--- config.mk ---
export PLATFORM = sky130hd
export DESIGN_NAME = bitmap_page_frame_allocator_unit_flat
export DESIGN_NICKNAME = d
export VERILOG_FILES = /design/src/design/bpfa_pkg.sv /design/src/design/bpfa_ifs.sv /design/src/design/bitmap_page_frame_allocator_unit.sv /design/src/design/bpfa_addsub.sv /design/src/design/bpfa_map.sv /design/src/flat_wrapper.sv
export SDC_FILE = /design/constraint.sdc
export NUM_CORES = 1
export LEC_CHECK = 0
export ABC_AREA = 1
export BUFFER_PORTS_ARGS = -buffer_cell sky130_fd_sc_hd__buf_4
export CAP_MARGIN = 15
export CORE_MARGIN = 2
export CORE_UTILIZATION = 54
export CTS_CLUSTER_SIZE = 8
export DETAILED_ROUTE_END_ITERATION = 8
export GPL_TIMING_DRIVEN = 0
export HOLD_SLACK_MARGIN = 0.05
export PLACE_DENSITY = 0.76
export SYNTH_ARGS = -nofsm -noshare
export SYNTH_HDL_FRONTEND = slang
export SYNTH_SLANG_ARGS = --single-unit
--- constraint.sdc ---
create_clock -name clk -period 6.1 [get_ports clk]
set_clock_uncertainty 0.2 [all_clocks]
set_input_delay 0.61 -clock clk [delete_from_list [all_inputs] [get_ports clk]]
set_output_delay 0.61 -clock clk [all_outputs]
set_load 0.02 [all_outputs]
--- src/design/bpfa_pkg.sv ---
// Package for the bitmap page frame allocator.
// Holds the shared constants, status and request codes, and the find-first-zero helper.
// No dependencies.
package bpfa_pkg;

  localparam int WORD_BITS          = 64;
  localparam int BIT_AW             = 6;
  localparam int PAGE_SHIFT         = 12;
  localparam int ADDR_W             = 64;
  localparam int POOL_PAGES_DEFAULT = 64;

  localparam logic REQ_ALLOC = 1'b0;
  localparam logic REQ_FREE  = 1'b1;

  localparam logic [1:0] ST_OK      = 2'd0;
  localparam logic [1:0] ST_FULL    = 2'd1;
  localparam logic [1:0] ST_INVALID = 2'd2;

  // Index of the lowest clear bit; only meaningful when some bit is clear.
  function automatic logic [BIT_AW-1:0] find_zero(input logic [WORD_BITS-1:0] word);
    logic [BIT_AW-1:0] pos;
    pos = '0;
    for (int i = WORD_BITS - 1; i >= 0; i--) begin
      if (!word[i]) begin
        pos = BIT_AW'(i);
      end
    end
    return pos;
  endfunction

endpackage

--- src/design/bpfa_ifs.sv ---
// Handshake interfaces for the request and response channels.
// Depends on bpfa_pkg for field widths.
interface bpfa_req_if;
  logic                          valid;
  logic                          ready;
  logic                          req_type;
  logic [bpfa_pkg::ADDR_W-1:0]   free_addr;

  modport source (output valid, output req_type, output free_addr, input ready);
  modport sink   (input valid, input req_type, input free_addr, output ready);
endinterface

interface bpfa_rsp_if;
  logic                          valid;
  logic                          ready;
  logic [bpfa_pkg::ADDR_W-1:0]   page_addr;
  logic [1:0]                    status;

  modport source (output valid, output page_addr, output status, input ready);
  modport sink   (input valid, input page_addr, input status, output ready);
endinterface

--- src/design/bitmap_page_frame_allocator_unit.sv ---
// Top level of the bitmap page frame allocator: sequencer, config register, result register.
// Depends on bpfa_pkg, bpfa_ifs (bpfa_req_if, bpfa_rsp_if), bpfa_addsub and bpfa_map.
//
//   channel  | dir | handshake            | payload
//   ---------+-----+----------------------+-------------------------------
//   req      | in  | valid / ready        | req_type, free_addr
//   rsp      | out | valid / ready        | page_addr, status
//   cfg      | in  | cfg_wr_en, no ready  | cfg_wr_data -> pool_base
//
// Steps: an allocate scans the bitmap one word per cycle through the single map read port,
// then marks the found bit used and loads the response; a full pool responds after the last
// word. A free steps through subtract, range check with word read, then bit check and write;
// an address outside the pool responds from the range check. The sequencer is idle again once
// the response loads, ready to take the next request.
// Reset clears the bitmap at once through per-word valid bits; no clearing pass is needed.
// req.ready is high only while the sequencer is idle; a response stalled on rsp.ready holds
// the sequencer in its final step until the output register frees up.
module bitmap_page_frame_allocator_unit #(
  parameter int POOL_PAGES = bpfa_pkg::POOL_PAGES_DEFAULT
) (
  input  logic                        clk,
  input  logic                        rst,
  bpfa_req_if.sink                    req,
  bpfa_rsp_if.source                  rsp,
  input  logic                        cfg_wr_en,
  input  logic [bpfa_pkg::ADDR_W-1:0] cfg_wr_data
);

  localparam int MAP_WORDS = (POOL_PAGES + bpfa_pkg::WORD_BITS - 1) / bpfa_pkg::WORD_BITS;
  localparam int WORD_AW   = (MAP_WORDS > 1) ? $clog2(MAP_WORDS) : 1;
  localparam int PAGE_W    = $clog2(POOL_PAGES);
  localparam int LAST_BITS = POOL_PAGES - (MAP_WORDS - 1) * bpfa_pkg::WORD_BITS;
  localparam int HI_W      = bpfa_pkg::ADDR_W - bpfa_pkg::PAGE_SHIFT;
  localparam logic [WORD_AW-1:0] LAST_WORD = WORD_AW'(MAP_WORDS - 1);
  // Bits past the pool in the last word count as used during the scan.
  localparam logic [bpfa_pkg::WORD_BITS-1:0] PAD_MASK =
    (LAST_BITS == bpfa_pkg::WORD_BITS) ? '0 : ({bpfa_pkg::WORD_BITS{1'b1}} << LAST_BITS);

  localparam logic [2:0] S_IDLE  = 3'd0;
  localparam logic [2:0] S_A_CHK = 3'd1;
  localparam logic [2:0] S_A_WR  = 3'd2;
  localparam logic [2:0] S_F_SUB = 3'd3;
  localparam logic [2:0] S_F_RNG = 3'd4;
  localparam logic [2:0] S_F_CHK = 3'd5;

  logic [2:0]                        state;
  logic [2:0]                        state_next;
  logic [bpfa_pkg::ADDR_W-1:0]       pool_base;
  logic [bpfa_pkg::ADDR_W-1:0]       req_addr;
  logic [WORD_AW-1:0]                word_ptr;
  logic [bpfa_pkg::BIT_AW-1:0]       bit_sel;
  logic [PAGE_W-1:0]                 page_idx;
  logic [bpfa_pkg::ADDR_W-1:0]       diff;
  logic                              below;

  // Map port
  logic                              rd_en;
  logic [WORD_AW-1:0]                rd_addr;
  logic [bpfa_pkg::WORD_BITS-1:0]    map_rdata;
  logic                              wr_en;
  logic [bpfa_pkg::WORD_BITS-1:0]    wr_data;

  // Shared adder
  logic [bpfa_pkg::ADDR_W-1:0]       add_a;
  logic [bpfa_pkg::ADDR_W-1:0]       add_b;
  logic                              add_sub;
  logic [bpfa_pkg::ADDR_W-1:0]       add_sum;
  logic                              add_carry;

  logic [bpfa_pkg::WORD_BITS-1:0]    masked;
  logic                              word_full;
  logic [bpfa_pkg::BIT_AW-1:0]       zero_pos;
  logic [PAGE_W-1:0]                 free_idx;
  logic                              free_bad;
  logic                              out_ok;
  logic                              out_load;
  logic [bpfa_pkg::ADDR_W-1:0]       out_addr_next;
  logic [1:0]                        out_status_next;
  logic                              accept;

  bpfa_map #(
    .MAP_WORDS (MAP_WORDS),
    .WORD_AW   (WORD_AW)
  ) u_map (
    .clk     (clk),
    .rst     (rst),
    .rd_en   (rd_en),
    .rd_addr (rd_addr),
    .rd_data (map_rdata),
    .wr_en   (wr_en),
    .wr_addr (word_ptr),
    .wr_data (wr_data)
  );

  bpfa_addsub u_addsub (
    .a     (add_a),
    .b     (add_b),
    .sub   (add_sub),
    .sum   (add_sum),
    .carry (add_carry)
  );

  assign req.ready = (state == S_IDLE);
  assign accept    = req.valid && req.ready;
  assign out_ok    = !rsp.valid || rsp.ready;

  assign masked    = map_rdata | ((word_ptr == LAST_WORD) ? PAD_MASK : '0);
  assign word_full = &masked;
  assign zero_pos  = bpfa_pkg::find_zero(masked);

  // Page index of a free request and its range check against the pool.
  assign free_idx  = diff[bpfa_pkg::PAGE_SHIFT +: PAGE_W];
  assign free_bad  = below || (diff[bpfa_pkg::ADDR_W-1:bpfa_pkg::PAGE_SHIFT] >= HI_W'(POOL_PAGES));

  always_comb begin
    state_next      = state;
    rd_en           = 1'b0;
    rd_addr         = word_ptr;
    wr_en           = 1'b0;
    wr_data         = map_rdata;
    add_a           = pool_base;
    add_b           = bpfa_pkg::ADDR_W'(page_idx) << bpfa_pkg::PAGE_SHIFT;
    add_sub         = 1'b0;
    out_load        = 1'b0;
    out_addr_next   = '0;
    out_status_next = bpfa_pkg::ST_OK;
    unique case (state)
      S_IDLE: begin
        if (accept) begin
          // Start the first word read right away; a free simply ignores it.
          rd_en   = 1'b1;
          rd_addr = '0;
          state_next = (req.req_type == bpfa_pkg::REQ_FREE) ? S_F_SUB : S_A_CHK;
        end
      end
      S_A_CHK: begin
        if (word_full) begin
          if (word_ptr == LAST_WORD) begin
            // Pool full: report and drop back to idle once the output is free.
            if (out_ok) begin
              out_load        = 1'b1;
              out_status_next = bpfa_pkg::ST_FULL;
              state_next      = S_IDLE;
            end
          end else begin
            // Advance the scan to the next word.
            rd_en   = 1'b1;
            rd_addr = word_ptr + 1'b1;
          end
        end else begin
          state_next = S_A_WR;
        end
      end
      S_A_WR: begin
        // Mark the page used and form pool_base + index * 4096. The write repeats
        // harmlessly while the output stalls since the read word holds.
        wr_en   = 1'b1;
        wr_data = map_rdata | ({{(bpfa_pkg::WORD_BITS-1){1'b0}}, 1'b1} << bit_sel);
        if (out_ok) begin
          out_load      = 1'b1;
          out_addr_next = add_sum;
          state_next    = S_IDLE;
        end
      end
      S_F_SUB: begin
        add_a      = req_addr;
        add_b      = pool_base;
        add_sub    = 1'b1;
        state_next = S_F_RNG;
      end
      S_F_RNG: begin
        rd_en   = 1'b1;
        rd_addr = WORD_AW'(free_idx >> bpfa_pkg::BIT_AW);
        if (free_bad) begin
          if (out_ok) begin
            out_load        = 1'b1;
            out_status_next = bpfa_pkg::ST_INVALID;
            state_next      = S_IDLE;
          end
        end else begin
          state_next = S_F_CHK;
        end
      end
      S_F_CHK: begin
        if (!map_rdata[bit_sel]) begin
          // Double free: leave the bitmap alone.
          if (out_ok) begin
            out_load        = 1'b1;
            out_status_next = bpfa_pkg::ST_INVALID;
            state_next      = S_IDLE;
          end
        end else begin
          wr_en   = 1'b1;
          wr_data = map_rdata & ~({{(bpfa_pkg::WORD_BITS-1){1'b0}}, 1'b1} << bit_sel);
          if (out_ok) begin
            out_load   = 1'b1;
            state_next = S_IDLE;
          end
        end
      end
      default: begin
        state_next = S_IDLE;
      end
    endcase
  end

  // Control state
  always_ff @(posedge clk) begin
    if (rst) begin
      state     <= S_IDLE;
      pool_base <= '0;
      rsp.valid <= 1'b0;
    end else begin
      state <= state_next;
      if (cfg_wr_en) begin
        pool_base <= cfg_wr_data;
      end
      if (out_load) begin
        rsp.valid <= 1'b1;
      end else if (rsp.ready) begin
        rsp.valid <= 1'b0;
      end
    end
  end

  // Payload registers
  always_ff @(posedge clk) begin
    if (out_load) begin
      rsp.page_addr <= out_addr_next;
      rsp.status    <= out_status_next;
    end
    if (accept) begin
      req_addr <= req.free_addr;
      word_ptr <= '0;
    end
    if (rd_en && state == S_A_CHK) begin
      word_ptr <= rd_addr;
    end
    if (state == S_A_CHK && !word_full) begin
      bit_sel  <= zero_pos;
      page_idx <= PAGE_W'({word_ptr, zero_pos});
    end
    if (state == S_F_SUB) begin
      diff  <= add_sum;
      below <= !add_carry;
    end
    if (state == S_F_RNG) begin
      page_idx <= free_idx;
      bit_sel  <= free_idx[bpfa_pkg::BIT_AW-1:0];
      word_ptr <= rd_addr;
    end
  end

endmodule

--- src/design/bpfa_addsub.sv ---
// Shared 64-bit add/subtract unit for address arithmetic.
// Depends on bpfa_pkg.
module bpfa_addsub (
  input  logic [bpfa_pkg::ADDR_W-1:0] a,
  input  logic [bpfa_pkg::ADDR_W-1:0] b,
  input  logic                        sub,
  output logic [bpfa_pkg::ADDR_W-1:0] sum,
  output logic                        carry
);

  logic [bpfa_pkg::ADDR_W-1:0] b_op;
  logic [bpfa_pkg::ADDR_W:0]   full;

  // Subtract as a + ~b + 1; carry out high means no borrow.
  assign b_op  = sub ? ~b : b;
  assign full  = {1'b0, a} + {1'b0, b_op} + {{bpfa_pkg::ADDR_W{1'b0}}, sub};
  assign sum   = full[bpfa_pkg::ADDR_W-1:0];
  assign carry = full[bpfa_pkg::ADDR_W];

endmodule

--- src/design/bpfa_map.sv ---
// Occupancy bitmap memory: one 64-bit word per entry, registered read.
// Per-word valid bits make unwritten words read as all free after reset.
// Depends on bpfa_pkg.
module bpfa_map #(
  parameter int MAP_WORDS = 1,
  parameter int WORD_AW   = 1
) (
  input  logic                           clk,
  input  logic                           rst,
  input  logic                           rd_en,
  input  logic [WORD_AW-1:0]             rd_addr,
  output logic [bpfa_pkg::WORD_BITS-1:0] rd_data,
  input  logic                           wr_en,
  input  logic [WORD_AW-1:0]             wr_addr,
  input  logic [bpfa_pkg::WORD_BITS-1:0] wr_data
);

  logic [bpfa_pkg::WORD_BITS-1:0] mem [MAP_WORDS];
  logic [MAP_WORDS-1:0]           word_valid;
  logic [bpfa_pkg::WORD_BITS-1:0] rd_word;
  logic                           rd_word_valid;

  always_ff @(posedge clk) begin
    if (wr_en) begin
      mem[wr_addr] <= wr_data;
    end
    if (rd_en) begin
      rd_word <= mem[rd_addr];
    end
  end

  always_ff @(posedge clk) begin
    if (rst) begin
      word_valid    <= '0;
      rd_word_valid <= 1'b0;
    end else begin
      if (wr_en) begin
        word_valid[wr_addr] <= 1'b1;
      end
      if (rd_en) begin
        rd_word_valid <= word_valid[rd_addr];
      end
    end
  end

  assign rd_data = rd_word_valid ? rd_word : '0;

endmodule

--- src/flat_wrapper.sv ---
// flat-port wrapper written by rule: the top's interface ports become plain ports
module bitmap_page_frame_allocator_unit_flat 
#(
  parameter int POOL_PAGES = bpfa_pkg::POOL_PAGES_DEFAULT
)
  (clk, rst, cfg_wr_en, cfg_wr_data, req_valid, req_req_type, req_free_addr, req_ready, rsp_valid, rsp_page_addr, rsp_status, rsp_ready);
  bpfa_req_if req_i ();
  bpfa_rsp_if rsp_i ();
  input  logic clk;
  input  logic rst;
  input  logic cfg_wr_en;
  input  logic [bpfa_pkg::ADDR_W-1:0] cfg_wr_data;
  input wire logic [$bits(req_i.valid)-1:0] req_valid;
  input wire logic [$bits(req_i.req_type)-1:0] req_req_type;
  input wire logic [$bits(req_i.free_addr)-1:0] req_free_addr;
  output wire logic [$bits(req_i.ready)-1:0] req_ready;
  output wire logic [$bits(rsp_i.valid)-1:0] rsp_valid;
  output wire logic [$bits(rsp_i.page_addr)-1:0] rsp_page_addr;
  output wire logic [$bits(rsp_i.status)-1:0] rsp_status;
  input wire logic [$bits(rsp_i.ready)-1:0] rsp_ready;
  assign req_i.valid = req_valid;
  assign req_i.req_type = req_req_type;
  assign req_i.free_addr = req_free_addr;
  assign req_ready = req_i.ready;
  assign rsp_valid = rsp_i.valid;
  assign rsp_page_addr = rsp_i.page_addr;
  assign rsp_status = rsp_i.status;
  assign rsp_i.ready = rsp_ready;
  bitmap_page_frame_allocator_unit #(.POOL_PAGES(POOL_PAGES)) u_core (.clk(clk), .rst(rst), .req(req_i), .rsp(rsp_i), .cfg_wr_en(cfg_wr_en), .cfg_wr_data(cfg_wr_data));
endmodule
==> results.txt <==
The run finished with clean final reports. The most critical setup path has its endpoint at u_core.rsp.page_addr[60]$_SDFFCE_PN0P_. The pre-antenna-repair detailed-routing pass consisted of 8 iterations.

The hold violation count in the final report was 0. In this run, the number of DRC markers left after iteration 0 of detailed routing was 1,519. During placement, the flow inserted port buffers numbering 200. The total setup violations reported at the end of the flow was 0; the routed metal-1 wire length was 26,200 um. The largest driver fanout on the critical path is 10, and the y dimension of the die is 195 um.

The count of distinct cell types in the synthesized netlist is 52. The library cell used as clock root buffer was sky130_fd_sc_hd__clkbuf_16. The via count of the first global-routing pass is 17,942, and the number of routed nets with antenna violations is 0. For the finished layout, the period the worst path requires is 5.97 ns. Summed over all cells, the static leakage comes to 10.4 nW. Counting every net in the synthesized netlist gives 2,407.

The logs give 0 for the number of max-slew violations in the final report and 2,209 for the gate count of the mapped netlist. At the placement stage, the worst setup path has a slack of -0.963 ns. The xor-xnor portion of the synthesized cell area is 0.0235. Among the stages of the critical path, the cell type that occurs most often is sky130_fd_sc_hd__nand2_2. Startpoint type of the worst setup path: a flip-flop.

STA classifies the critical path endpoint as a flip-flop. The final worst-path cycle share works out to 0.979. In the synthesized netlist the dominant register cell turns out to be sky130_fd_sc_hd__edfxtp_1. For this block, the via count after detailed routing is 18,016.

The synthesized area per cell is 8.94 um^2. Dividing the detail-routed wire length by the instance count gives 21.4 um. In this design, the stage delay of the slowest critical-path cell is 0.38 ns. The sequential element share of the synthesized area came out at 0.554.

The fraction of layout instances using a drive strength above 1 was 0.143; the starting utilization of the core area was 0.544. The share of synthesized area spent on multiplexers came out at 0. The tools report the final standard cell area without fillers as 25,300 um^2. After detailed routing, the met2 layer carries 32,300 um of wire. The detailed router used layers up to and including met4. The count of flip-flops with a built-in enable after synthesis is 317.

The tree built by TritonCTS fans out to 388 sinks. For this run, design rule violations remaining after detail routing come to 0. Max-cap violations in this run came to 0. The async set-or-reset flop fraction in the synthesized netlist is 0.

The worst hold path belongs to the class in2reg. In this run the number of H-tree levels came out at 2. The area of the die is 38,100 um^2.

The kind of critical path was reg2reg. The arrival time of the worst setup path is 6.09 ns, and the number of antenna violations at the first check in global routing is 1. The share of synthesized cell area in full adder, half adder and majority cells is 0.0409.

Fill cells in the final layout number 2,634. In this run the worst setup path begins at u_core.state[0]$_SDFFE_PP0P_. The core region is 36,300 um^2. Setup slack closes at 0.127 ns. Relative to the synthesized area, the layout overhead comes to 28.1%. Counting instances, the worst hold path has a depth of 3. The logs give 0.998 for the final estimated routing congestion in global placement and 2,819 for the final layout net count. Summing all placed instances gives a cell area of 22,100 um^2.

In the detailed route, the total length drawn on met3 is 5330 um. The clock passes through at most 3 buffers. In this run, synthesis produced a sequential element count of 388. For this design the top-level I/O count stands at 202.

The width of the die is 195 um, and the clock edge transition at the registers on the reported setup and hold paths is 0.05 ns. Across the VDD grid, the largest voltage drop is 271 uV. The initialized floorplan defines 70 standard-cell rows.

The number of vias per cell was 5.75; the number of cell instances on the worst register-to-register path was 44. The dominant combinational cell family by area after synthesis was simple AND/OR/NAND/NOR gates. The first-pass GRT wire length was 99,500 um; the number of warning messages in the yosys log was 0. The origin of the critical flop-to-flop path is u_core.state[0]$_SDFFE_PP0P_. The cell area after synthesis was 19,700 um^2; the maximum achievable frequency was 0.167 GHz. Summed over all nets, the half-perimeter wirelength after detailed placement is 46,100 um. The routed design has 67,100 um of wire.

The tools report the terminus of the critical flop-to-flop path as u_core.rsp.page_addr[60]$_SDFFCE_PN0P_. Share of the synthesized area in compound gates (AO/OA/AOI/OAI): 0.109. The highest-delay cell along the critical path was sky130_fd_sc_hd__dfxtp_4. The number of clock buffers added by TritonCTS is 54.

The tools report the overflow left after global routing as 0. The simple-gate share of the synthesized area works out to 0.222. For the worst max-slew margin expressed relative to the limit, the log shows 0.357. Global router's overall resource usage: 0.344. The pin count of the biggest net entering global routing was 67. TritonCTS built the clock tree. Data on the critical path is required at its endpoint by 6.22 ns.

The clock insertion delay at the later pin of the skew report was 0.61 ns; the power density of the placed cells was 297 nW/um^2. The reg2reg setup slack is 0.13 ns, and the slew at the pin closest to its max-slew limit is 0.965 ns. Setup repair after global routing could not meet its margin everywhere.
-- worst min-delay path by stage --
stage	slack (ns)	to	from
3_5_place_dp	0.20	u_core.u_map.rd_word[0]$_DFFE_PP_	u_core.u_map.mem[0][0]$_DFFE_PP_
2_1_floorplan	0.20	u_core.u_map.rd_word[0]$_DFFE_PP_	u_core.u_map.mem[0][0]$_DFFE_PP_
6_report	0.08	u_core.pool_base[60]$_SDFFE_PP0P_	cfg_wr_data[60]
4_1_cts	0.05	u_core.pool_base[39]$_SDFFE_PP0P_	cfg_wr_data[39]
3_3_place_gp	0.20	u_core.u_map.rd_word[16]$_DFFE_PP_	u_core.u_map.mem[0][16]$_DFFE_PP_
5_1_grt	0.07	u_core.pool_base[24]$_SDFFE_PP0P_	cfg_wr_data[24]
-- cells by family (layout without fill, tap and decap cells) --
group / count (synthesis) / after routing
AOI/OAI and AO/OA: 361 / 361
and+or+nand+nor: 1083 / 1083
buffers and inverters: 261 / 716
other: 0 / 1
adders and majority gates: 64 / 64
xor gates and xnor gates: 52 / 52
DFF: 388 / 388
-- power breakdown --
part / switching [mW] / total [mW] / internal [mW]
logic: 0.943 / 1.41 / 0.466
registers: 0.113 / 3.28 / 3.17
clock network: 1.14 / 2.82 / 1.68
-- sequential cells by signal, indices dropped and copies added (netlist names), 2 cells and up --
signal	count
u_core.bit_sel	6
u_core.diff	52
u_core.pool_base	64
u_core.req_addr	64
u_core.rsp.page_addr	64
u_core.rsp.status	2
u_core.state	3
u_core.u_map.mem	64
u_core.u_map.rd_word	64
-- repair_timing --
| action | 4_1_cts | 5_1_grt |
|---|---|---|
| pin swaps | 0 | 18 |
| hold buffers | 122 | 0 |
| setup buffers | 0 | 25 |
| endpoints found under the setup margin | 48 | 58 |
| cloned | 0 | 1 |
| gates resized for setup | 16 | 48 |
| hold endpoints to repair | 124 | 0 |
-- through the flow --
stage          utilization  hold slack, ns  power [mW]  TNS, ns  instances
2_1_floorplan            -           0.200        4.04        0       2209
3_3_place_gp         0.602           0.200        4.54  -324.01       2877
3_5_place_dp         0.609           0.205        4.58   -19.15       2886
4_1_cts              0.687          0.0501        7.44        0       3106
5_1_grt              0.698          0.0738        7.75    -1.41       3133
6_report             0.698          0.0776        7.51        0       3133
-- worst max-delay path: cells and delay by family (launching register included) --
family,cells,cell delay (ns)
AOI/OAI and AO/OA,13,2.07
and+or+nand+nor,21,1.85
buffers and inverters,8,0.78
DFF,1,0.38
adders and majority gates,1,0.21
xor gates and xnor gates,1,0.17
-- cell usage in the layout (no fill, tap or decap), types with 90 or more instances in the layout --
cell type                       netlist  layout
sky130_fd_sc_hd__edfxtp_1           317     317
sky130_fd_sc_hd__inv_1              152     152
sky130_fd_sc_hd__clkbuf_1            83     118
sky130_fd_sc_hd__o21ai_0            164     163
sky130_fd_sc_hd__a21oi_1             97      95
sky130_fd_sc_hd__nand3_1             90      90
sky130_fd_sc_hd__buf_4                0     226
sky130_fd_sc_hd__nand2_1            507     495
sky130_fd_sc_hd__nor2_1             399     391
sky130_fd_sc_hd__dlygate4sd3_1        0     122
-- cell usage after synthesis (5+ instances only) --
cell type,count,area share
sky130_fd_sc_hd__nand4_1,11,0.0035
sky130_fd_sc_hd__buf_1,14,0.0027
sky130_fd_sc_hd__ha_1,63,0.040
sky130_fd_sc_hd__inv_1,152,0.029
sky130_fd_sc_hd__o21ai_0,164,0.042
sky130_fd_sc_hd__o21a_1,12,0.0046
sky130_fd_sc_hd__inv_2,6,0.0011
sky130_fd_sc_hd__edfxtp_1,317,0.48
sky130_fd_sc_hd__xnor2_1,24,0.011
sky130_fd_sc_hd__a221oi_1,10,0.0044
sky130_fd_sc_hd__nor2_1,399,0.076
sky130_fd_sc_hd__o21ai_2,7,0.0031
sky130_fd_sc_hd__a21oi_1,97,0.025
sky130_fd_sc_hd__xor2_1,27,0.012
sky130_fd_sc_hd__clkbuf_1,83,0.016
sky130_fd_sc_hd__a31oi_1,12,0.0038
sky130_fd_sc_hd__nand2_2,7,0.0022
sky130_fd_sc_hd__a22oi_1,6,0.0023
sky130_fd_sc_hd__nor4_1,47,0.015
sky130_fd_sc_hd__nand2_1,507,0.096
sky130_fd_sc_hd__a21oi_2,11,0.0049
sky130_fd_sc_hd__nand3_1,90,0.023
sky130_fd_sc_hd__dfxtp_1,71,0.072
sky130_fd_sc_hd__clkinv_1,6,0.0011
sky130_fd_sc_hd__o22ai_1,5,0.0016
sky130_fd_sc_hd__nor3_1,17,0.0043
-- layer usage --
metal,GRT usage,up-vias
met2,0.584,965
met3,0.0613,200
met1,0.432,8518
met4,0.157,0
li1,-,8333
met5,0,-
-- cell type report --
type | count | area, um^2 | area share
clock buffers | 96 | 1530 | 0.0604
diodes | 1 | 2.50 | 0.0000989
repair buffers | 356 | 3120 | 0.123
inverters | 164 | 621 | 0.0245
repair inverters | 1 | 5.00 | 0.000198
multi-input cells | 1560 | 8020 | 0.317
plain buffers | 96 | 410 | 0.0162
clock inverters | 3 | 55.1 | 0.00218
well taps | 468 | 586 | 0.0231
flip-flops and latches | 388 | 10900 | 0.433
Power figures use the tool's default switching activity.
